===== src/rtl/core/smi_pkg.sv =====
// Shared types, widths and register codes for the speed meter with injector pulse.
package smi_pkg;

  localparam int SPEED_BITS     = 24;
  localparam int PULSE_BITS     = 20;
  localparam int PRESCALE_BITS  = 8;
  localparam int LIMIT_BITS     = 16;
  localparam int BASE_BITS      = 12;
  localparam int OPCODE_BITS    = 2;
  localparam int OUT_FLAG_BITS  = 4;
  localparam int APB_ADDR_BITS  = 4;
  localparam int APB_DATA_BITS  = 32;

  localparam int PERIOD_BITS_DEF = 16;
  localparam int SELECT_BITS_DEF = 3;

  localparam logic [PRESCALE_BITS-1:0] PRESCALE_RST  = 8'd5;
  localparam logic [LIMIT_BITS-1:0]    LIMIT_RST     = 16'd60000;
  localparam logic [BASE_BITS-1:0]     BASE_RST      = 12'd25;
  localparam logic [SPEED_BITS-1:0]    NUMERATOR_RST = 24'd3000000;

  typedef enum logic [OPCODE_BITS-1:0] {
    OP_TICK = 2'd0,
    OP_FALL = 2'd1,
    OP_RISE = 2'd2
  } op_t;

  typedef enum logic [1:0] {
    REG_PRESCALE  = 2'd0,
    REG_LIMIT     = 2'd1,
    REG_BASE      = 2'd2,
    REG_NUMERATOR = 2'd3
  } reg_t;

  typedef enum logic [1:0] {
    ST_IDLE,
    ST_DIV,
    ST_HOLD
  } state_t;

  typedef struct packed {
    logic busy;
    logic done;
  } div_stat_t;

endpackage


===== src/rtl/core/smi_div.sv =====
// Bit-serial restoring divider: one quotient bit per clock cycle.
module smi_div #(
  parameter int PERIOD_BITS = smi_pkg::PERIOD_BITS_DEF
) (
  input  logic                          clk,
  input  logic                          rst,
  input  logic                          start,
  input  logic [smi_pkg::SPEED_BITS-1:0] dividend,
  input  logic [PERIOD_BITS-1:0]        divisor,
  output smi_pkg::div_stat_t            stat,
  output logic [smi_pkg::SPEED_BITS-1:0] quotient
);
  import smi_pkg::*;

  localparam int CNT_BITS = $clog2(SPEED_BITS);
  localparam logic [CNT_BITS-1:0] CNT_LAST = CNT_BITS'(SPEED_BITS - 1);

  logic [PERIOD_BITS-1:0] rem;
  logic [PERIOD_BITS-1:0] rem_next;
  logic [SPEED_BITS-1:0]  quo;
  logic [PERIOD_BITS-1:0] dvsr;
  logic [CNT_BITS-1:0]    cnt;
  logic                   busy;
  logic                   done;
  logic [PERIOD_BITS:0]   trial;
  logic [PERIOD_BITS:0]   diff;
  logic                   fits;

  always_comb begin
    trial    = {rem, quo[SPEED_BITS-1]};
    diff     = trial - {1'b0, dvsr};
    fits     = trial >= {1'b0, dvsr};
    // The remainder stays below the divisor, so either choice fits its width.
    rem_next = fits ? diff[PERIOD_BITS-1:0] : trial[PERIOD_BITS-1:0];
  end

  always_ff @(posedge clk) begin
    if (start) begin
      rem  <= '0;
      quo  <= dividend;
      dvsr <= divisor;
    end else if (busy) begin
      rem <= rem_next;
      quo <= {quo[SPEED_BITS-2:0], fits};
    end
  end

  always_ff @(posedge clk) begin
    if (rst) begin
      busy <= 1'b0;
      done <= 1'b0;
      cnt  <= '0;
    end else begin
      done <= busy && (cnt == CNT_LAST);
      if (start) begin
        busy <= 1'b1;
        cnt  <= '0;
      end else if (busy) begin
        cnt <= cnt + 1'b1;
        if (cnt == CNT_LAST) begin
          busy <= 1'b0;
        end
      end
    end
  end

  assign stat.busy = busy;
  assign stat.done = done;
  assign quotient  = quo;

  a_done_not_busy: assert property (@(posedge clk) disable iff (rst) done |-> !busy)
    else $error("divider reports done while still iterating");
  a_start_busy: assert property (@(posedge clk) disable iff (rst) start |=> busy)
    else $error("divider did not start");
  a_busy_runs: assert property (@(posedge clk) disable iff (rst)
    busy && (cnt != CNT_LAST) && !start |=> busy && (cnt == $past(cnt) + 1'b1))
    else $error("divider stopped before its last step");

endmodule


===== src/rtl/core/speed_meter_injector_pulse_core.sv =====
// Speed meter with period counter, injector one-shot and ADC start strobe.
//
// Every input beat gives one result beat. A base tick, a sensor falling edge, an
// unused opcode or a rising edge that sees a period count of zero goes from
// acceptance through the hold state to the output register. A rising edge with a
// nonzero period loads the bit-serial divider, which produces one quotient bit per
// cycle in 24 steps, then finishes and hands off. Only one beat is in
// work at a time; a new beat is accepted while the previous result still waits in
// the output register. Configuration writes over the APB port take effect at once.
module speed_meter_injector_pulse_core #(
  parameter int PERIOD_BITS = smi_pkg::PERIOD_BITS_DEF,
  parameter int SELECT_BITS = smi_pkg::SELECT_BITS_DEF
) (
  input  logic                               clk,
  input  logic                               rst,
  // APB configuration port
  input  logic                               psel,
  input  logic                               penable,
  input  logic                               pwrite,
  input  logic [smi_pkg::APB_ADDR_BITS-1:0]  paddr,
  input  logic [smi_pkg::APB_DATA_BITS-1:0]  pwdata,
  output logic [smi_pkg::APB_DATA_BITS-1:0]  prdata,
  output logic                               pready,
  // Input stream
  input  logic                               s_tvalid,
  output logic                               s_tready,
  input  logic [((SELECT_BITS+7)/8)*8-1:0]   s_tdata,  // switch_code
  input  logic [smi_pkg::OPCODE_BITS-1:0]    s_tuser,  // opcode
  // Result stream
  output logic                               m_tvalid,
  input  logic                               m_tready,
  output logic [smi_pkg::SPEED_BITS-1:0]     m_tdata,  // speed_value
  // speed_updated, period_zero_error, injector_on, adc_start
  output logic [smi_pkg::OUT_FLAG_BITS-1:0]  m_tuser
);
  import smi_pkg::*;

  localparam int PW       = ((PERIOD_BITS > LIMIT_BITS) ? PERIOD_BITS : LIMIT_BITS) + 1;
  localparam int DUR_BITS = BASE_BITS + (1 << SELECT_BITS) - 1;
  localparam int CMP_BITS = (DUR_BITS > PULSE_BITS) ? DUR_BITS : PULSE_BITS;
  localparam logic [PW-1:0] PERIOD_MAX =
    {{(PW - PERIOD_BITS){1'b0}}, {PERIOD_BITS{1'b1}}};
  localparam logic [PULSE_BITS-1:0] PULSE_MAX = {PULSE_BITS{1'b1}};

  // Configuration registers
  logic [PRESCALE_BITS-1:0] tick_prescale;
  logic [LIMIT_BITS-1:0]    period_limit;
  logic [BASE_BITS-1:0]     base_duration;
  logic [SPEED_BITS-1:0]    speed_numerator;

  // Block state
  logic [PRESCALE_BITS-1:0] prescale_count;
  logic [PERIOD_BITS-1:0]   period_count;
  logic [PULSE_BITS-1:0]    pulse_count;
  logic                     pulse_active;
  logic [SPEED_BITS-1:0]    last_speed;

  logic [PRESCALE_BITS-1:0] prescale_next;
  logic [PERIOD_BITS-1:0]   period_next;
  logic [PULSE_BITS-1:0]    pulse_next;
  logic                     active_next;
  logic                     upd_next;
  logic                     zero_next;
  logic                     adc_next;
  logic                     need_div;

  // Result waiting to move to the output register
  logic res_upd;
  logic res_zero;
  logic res_inj;
  logic res_adc;

  state_t state;
  state_t state_next;

  logic accept;
  logic out_free;
  logic load_out;
  logic div_start;

  logic [PRESCALE_BITS-1:0] pre_inc;
  logic                     tick_hit;
  logic [PW-1:0]            period_inc;
  logic [PW-1:0]            period_sat;
  logic [DUR_BITS-1:0]      duration;
  logic [SELECT_BITS-1:0]   code;
  logic                     cfg_write;
  reg_t                     cfg_sel;

  div_stat_t             div_stat;
  logic [SPEED_BITS-1:0] quotient;

  // ---------------- configuration port ----------------
  assign pready    = 1'b1;
  assign cfg_write = psel && penable && pwrite && pready;
  assign cfg_sel   = reg_t'(paddr[3:2]);

  always_ff @(posedge clk) begin
    if (rst) begin
      tick_prescale   <= PRESCALE_RST;
      period_limit    <= LIMIT_RST;
      base_duration   <= BASE_RST;
      speed_numerator <= NUMERATOR_RST;
    end else if (cfg_write) begin
      unique case (cfg_sel)
        REG_PRESCALE:  tick_prescale   <= pwdata[PRESCALE_BITS-1:0];
        REG_LIMIT:     period_limit    <= pwdata[LIMIT_BITS-1:0];
        REG_BASE:      base_duration   <= pwdata[BASE_BITS-1:0];
        REG_NUMERATOR: speed_numerator <= pwdata[SPEED_BITS-1:0];
        default: ;
      endcase
    end
  end

  always_comb begin
    unique case (cfg_sel)
      REG_PRESCALE:  prdata = APB_DATA_BITS'(tick_prescale);
      REG_LIMIT:     prdata = APB_DATA_BITS'(period_limit);
      REG_BASE:      prdata = APB_DATA_BITS'(base_duration);
      REG_NUMERATOR: prdata = APB_DATA_BITS'(speed_numerator);
      default:       prdata = '0;
    endcase
  end

  // ---------------- per-beat update ----------------
  assign accept = s_tvalid && s_tready;
  assign code   = s_tdata[SELECT_BITS-1:0];

  always_comb begin
    pre_inc    = prescale_count + 1'b1;
    tick_hit   = pre_inc >= tick_prescale;
    period_inc = PW'(period_count) + 1'b1;
    period_sat = period_inc;
    if (period_sat > PW'(period_limit)) begin
      period_sat = PW'(period_limit);
    end
    if (period_sat > PERIOD_MAX) begin
      period_sat = PERIOD_MAX;
    end
    duration = DUR_BITS'(base_duration) << code;

    prescale_next = prescale_count;
    period_next   = period_count;
    pulse_next    = pulse_count;
    active_next   = pulse_active;
    upd_next      = 1'b0;
    zero_next     = 1'b0;
    adc_next      = 1'b0;

    unique case (op_t'(s_tuser))
      OP_TICK: begin
        prescale_next = tick_hit ? '0 : pre_inc;
        if (tick_hit) begin
          period_next = period_sat[PERIOD_BITS-1:0];
          if (pulse_active && (pulse_count != PULSE_MAX)) begin
            pulse_next = pulse_count + 1'b1;
          end
        end
      end
      OP_FALL: begin
        adc_next = 1'b1;
      end
      OP_RISE: begin
        upd_next    = 1'b1;
        zero_next   = (period_count == '0);
        period_next = '0;
        active_next = 1'b1;
      end
      default: ;
    endcase

    // The pulse ends once its count passes the selected duration.
    if (active_next && (CMP_BITS'(pulse_next) > CMP_BITS'(duration))) begin
      active_next = 1'b0;
      pulse_next  = '0;
    end

    need_div = upd_next && !zero_next;
  end

  always_ff @(posedge clk) begin
    if (rst) begin
      prescale_count <= '0;
      period_count   <= '0;
      pulse_count    <= '0;
      pulse_active   <= 1'b0;
      last_speed     <= '0;
    end else begin
      if (accept) begin
        prescale_count <= prescale_next;
        period_count   <= period_next;
        pulse_count    <= pulse_next;
        pulse_active   <= active_next;
        if (zero_next) begin
          last_speed <= '0;
        end
      end else if ((state == ST_DIV) && div_stat.done) begin
        last_speed <= quotient;
      end
    end
  end

  always_ff @(posedge clk) begin
    if (accept) begin
      res_upd  <= upd_next;
      res_zero <= zero_next;
      res_inj  <= active_next;
      res_adc  <= adc_next;
    end
  end

  smi_div #(
    .PERIOD_BITS(PERIOD_BITS)
  ) u_div (
    .clk      (clk),
    .rst      (rst),
    .start    (div_start),
    .dividend (speed_numerator),
    .divisor  (period_count),
    .stat     (div_stat),
    .quotient (quotient)
  );

  // ---------------- sequencer ----------------
  assign out_free = !m_tvalid || m_tready;

  always_comb begin
    state_next = state;
    unique case (state)
      ST_IDLE: begin
        if (accept) begin
          state_next = need_div ? ST_DIV : ST_HOLD;
        end
      end
      ST_DIV: begin
        if (div_stat.done) begin
          state_next = ST_HOLD;
        end
      end
      ST_HOLD: begin
        if (out_free) begin
          state_next = ST_IDLE;
        end
      end
      default: state_next = ST_IDLE;
    endcase
  end

  always_comb begin
    s_tready  = 1'b0;
    load_out  = 1'b0;
    div_start = 1'b0;
    unique case (state)
      ST_IDLE: begin
        s_tready  = 1'b1;
        div_start = s_tvalid && need_div;
      end
      ST_DIV: ;
      ST_HOLD: begin
        load_out = out_free;
      end
      default: ;
    endcase
  end

  always_ff @(posedge clk) begin
    if (rst) begin
      state <= ST_IDLE;
    end else begin
      state <= state_next;
    end
  end

  // ---------------- output register ----------------
  always_ff @(posedge clk) begin
    if (rst) begin
      m_tvalid <= 1'b0;
    end else if (load_out) begin
      m_tvalid <= 1'b1;
    end else if (m_tready) begin
      m_tvalid <= 1'b0;
    end
  end

  always_ff @(posedge clk) begin
    if (load_out) begin
      m_tdata <= last_speed;
      m_tuser <= {res_adc, res_inj, res_zero, res_upd};
    end
  end

  a_zero_speed: assert property (@(posedge clk) disable iff (rst)
    m_tvalid && m_tuser[1] |-> m_tuser[0] && (m_tdata == '0))
    else $error("period zero beat without cleared speed");
  a_pulse_idle: assert property (@(posedge clk) disable iff (rst)
    (pulse_count != '0) |-> pulse_active)
    else $error("pulse counter runs without an active pulse");
  a_div_done_state: assert property (@(posedge clk) disable iff (rst)
    div_stat.done |-> (state == ST_DIV))
    else $error("divider finished outside the divide state");
  a_accept_leaves_idle: assert property (@(posedge clk) disable iff (rst)
    accept |=> (state != ST_IDLE))
    else $error("sequencer stayed idle after accepting a beat");

endmodule

===== config.mk =====
export PLATFORM = sky130hd
export DESIGN_NAME = speed_meter_injector_pulse_core
export DESIGN_NICKNAME = d
export VERILOG_FILES = /design/src/rtl/core/smi_pkg.sv /design/src/rtl/core/smi_div.sv /design/src/rtl/core/speed_meter_injector_pulse_core.sv
export SDC_FILE = /design/constraint.sdc
export NUM_CORES = 1
export LEC_CHECK = 0
export ABC_AREA = 1
export BUFFER_PORTS_ARGS = -buffer_cell sky130_fd_sc_hd__buf_2
export CORE_ASPECT_RATIO = 1.75
export CORE_MARGIN = 2
export CORE_UTILIZATION = 55
export DETAILED_ROUTE_END_ITERATION = 6
export GPL_ROUTABILITY_DRIVEN = 0
export PLACE_DENSITY = 0.86
export RECOVER_POWER = 100
export SYNTH_ARGS = -nofsm -noshare
export SYNTH_HDL_FRONTEND = slang
export SYNTH_HIERARCHICAL = 1
export SYNTH_SLANG_ARGS = --single-unit

===== constraint.sdc =====
create_clock -name clk -period 6.32 [get_ports clk]
set_input_delay 0.316 -clock clk [delete_from_list [all_inputs] [get_ports clk]]
set_output_delay 0.316 -clock clk [all_outputs]
set_load 0.01 [all_outputs]

==> impl_metrics.toml <==
[cts]
cts_tree = "yes"
clockRootBuffer = "clkbuf_16"
clock_sinks = 227
clk_pin_slew_worst_paths_ns = 0.07
clk_path_buf_depth = 3
insertion_delay_ns = 0.53
cts_buffers = 22
htreeDepth = 1

[yosys]
yosysWarnings = 6
syn_avg_cell_area_um2 = 7.416
syn_inst = 1747
syn_area_um2 = 12960

[floorplan]
floorplan.initialDensity_pct = 55.75
fp.dieH_um = 207.0
die_w_um = 120.0
core_area_um2 = 23240
rows = 74
pin_count = 116
die-area_um2 = 24850

[grt]
grt_pass1_wl_um = 54900
grt_pass1_vias = 11878
grt_use_total_pct = 27.05
grt_max_degree = 70
grt_overflow_total = 0
antenna_found_initial = 0

[detailed_routing]
wire_per_inst_um = 16.08
dr.pass1.iters = 6
ant_nets = 0
met3WireLength_um = 1928
dr_wl_met2_um = 17940
vias = 11991
wl_met1_um = 11910
drtIter0Drc = 922
via_per_inst = 5.640
highest_layer = "met4"
drcViolationCount = 0
wl_um = 34190

[setup_path]
endpoint_kind = "flip-flop"
critPathLaunchType = "flip-flop"
crit_path_end = "period_count[5]"
path_buf_inv = 1
crit_type = "reg2reg"
max_stage_delay_ns = 1.17
r2r_start = "period_count[0]"
crit_path_cell_trace = "ha_1 > nand2_1 > nor2_4 > nand2_1 > nor3_1 > nand3_1 > xor2_1 > inv_1 > ha_1 > nand2_1 > nor4_1 > nand3_1 > nor2_1 > nand4_1 > nand2_1 > nand2_1 > nand3_1 > a21oi_1"
r2r_cells = 18
required_ns = 6.53
cp_top_family = "simple AND/OR/NAND/NOR gates"
startpoint = "period_count[0]"
cp_slowest_cell = "nand2_1"
reg2reg_to = "period_count[5]"
worst_ep_arrival_time_ns = 5.87
cp_common_cell = "nand2_1"
path_depth = 18
r2r_slack_ns = 0.66
crit_fanout = 17

[run]
cap_violations = 3

[outcome]
violations = "max-capacitance violations, max-slew violations"
status = "finished with violations"

[sta]
slew_viol_final = 178
fin_setup_tns_ns = 0
max_freq_mhz = 176.7
setup_viol = 0
finalCritPeriodShare_pct = 89.55
layout_min_cycle_time_ns = 5.660
rsz0062_at_grt = "no"
hold_viol_final = 0
slew_headroom_pct = -155.0
tightestPinTransition_ns = 3.826
finalClockSkew_ns = 0.02113

[finish]
final_common_cell = "nand2_1"
antennaDiodeCount = 0
drive_gt1_share_pct = 7.519
most-common-layout-cells = "nand2_1 (486), inv_1 (213), dfxtp_1 (155)"
final_util_pct = 60.65
fin_nets = 1924
area_growth_pct = 8.798
fill_cells = 2040

[power]
vdd_drop_max_v = 0.0001849
powerDensity_nw_per_um2 = 248.9
leakagePower_nw = 6.317

[placed_design]
dp_hpwl_um = 24510
io_buffers = 91

[min_path]
hold_path.class = "in2reg"
[timing repair]
item                      CTS  global route
buffers inserted            0             0
resized for setup           0             0
hold endpoints to repair    2             0
hold buffers                2             0
[sequential cells by signal (all words and copies together) (netlist names), 16 cells and up]
register         flops
period_count        16
period_limit        16
u_div/quotient      24
pulse_count         20
speed_numerator     24
last_speed          24
u_div/rem           16
m_tdata             24
u_div/dvsr          16
[metal layers]
layer,global-route usage (%),vias up
met1,27.09,5524
met5,0,-
met3,3.414,156
met4,19.88,0
li1,-,5803
met2,49.90,508
[through the flow]
stage / setup WS, ns / cells / total power [mW] / cell area, um2 / hold WS [ns]
global placement: 1.272 / 2084 / 2.171 / 13500 / 0.4092
global route: 0.2695 / 2126 / 3.640 / 14100 / 0.01479
floorplan: 2.517 / 1754 / 2.053 / 12980 / 0.3928
CTS: 1.130 / 2126 / 3.516 / 14260 / 0.001831
finish: 0.6602 / 2126 / 3.508 / 14100 / 0.01301
detailed placement: 1.159 / 2084 / 2.187 / 13500 / 0.4062
[where the power goes]
part | total (mW) | internal, mW | switching (mW)
clock network | 1.35 | 0.771 | 0.574
registers | 1.57 | 1.55 | 0.0257
logic | 0.588 | 0.184 | 0.404
[worst reg2reg max path, stage by stage (launching register included)]
cell and delay [ns]:
dfxtp_1 0.46, ha_1 0.24, nand2_1 0.11, nor2_4 0.13
nand2_1 0.09, nor3_1 0.62, nand3_1 0.18, xor2_1 0.34
inv_1 0.10, ha_1 0.30, nand2_1 0.09, nor4_1 0.34
nand3_1 0.11, nor2_1 0.10, nand4_1 0.63, nand2_1 1.18
nand2_1 0.11, nand3_1 0.13, a21oi_1 0.09
[how the worst min path moves through the flow]
stage / start / endpoint / slack, ns / depth (start not counted)
3_3_place_gp: res_upd / m_tuser[0] / 0.41 / 0
5_1_grt: pwdata[16] / speed_numerator[16] / 0.01 / 3
2_1_floorplan: rst / u_div/done / 0.39 / 1
4_1_cts: pwdata[16] / speed_numerator[16] / 0.002 / 3
3_5_place_dp: res_zero / m_tuser[1] / 0.41 / 0
6_report: pwdata[16] / speed_numerator[16] / 0.01 / 3
[area by class of cell]
class	instances	area, um2	area share, %
Clock inverter	9	86.33	0.6125
Inverter	227	852.1	6.045
Clock buffer	31	656.9	4.660
Timing Repair Buffer	102	457.9	3.249
Tap cell	304	380.4	2.698
Multi-Input combinational cell	1226	6397	45.38
Sequential cell	227	5265	37.35
No activity file was read; power rests on OpenSTA's default activity.
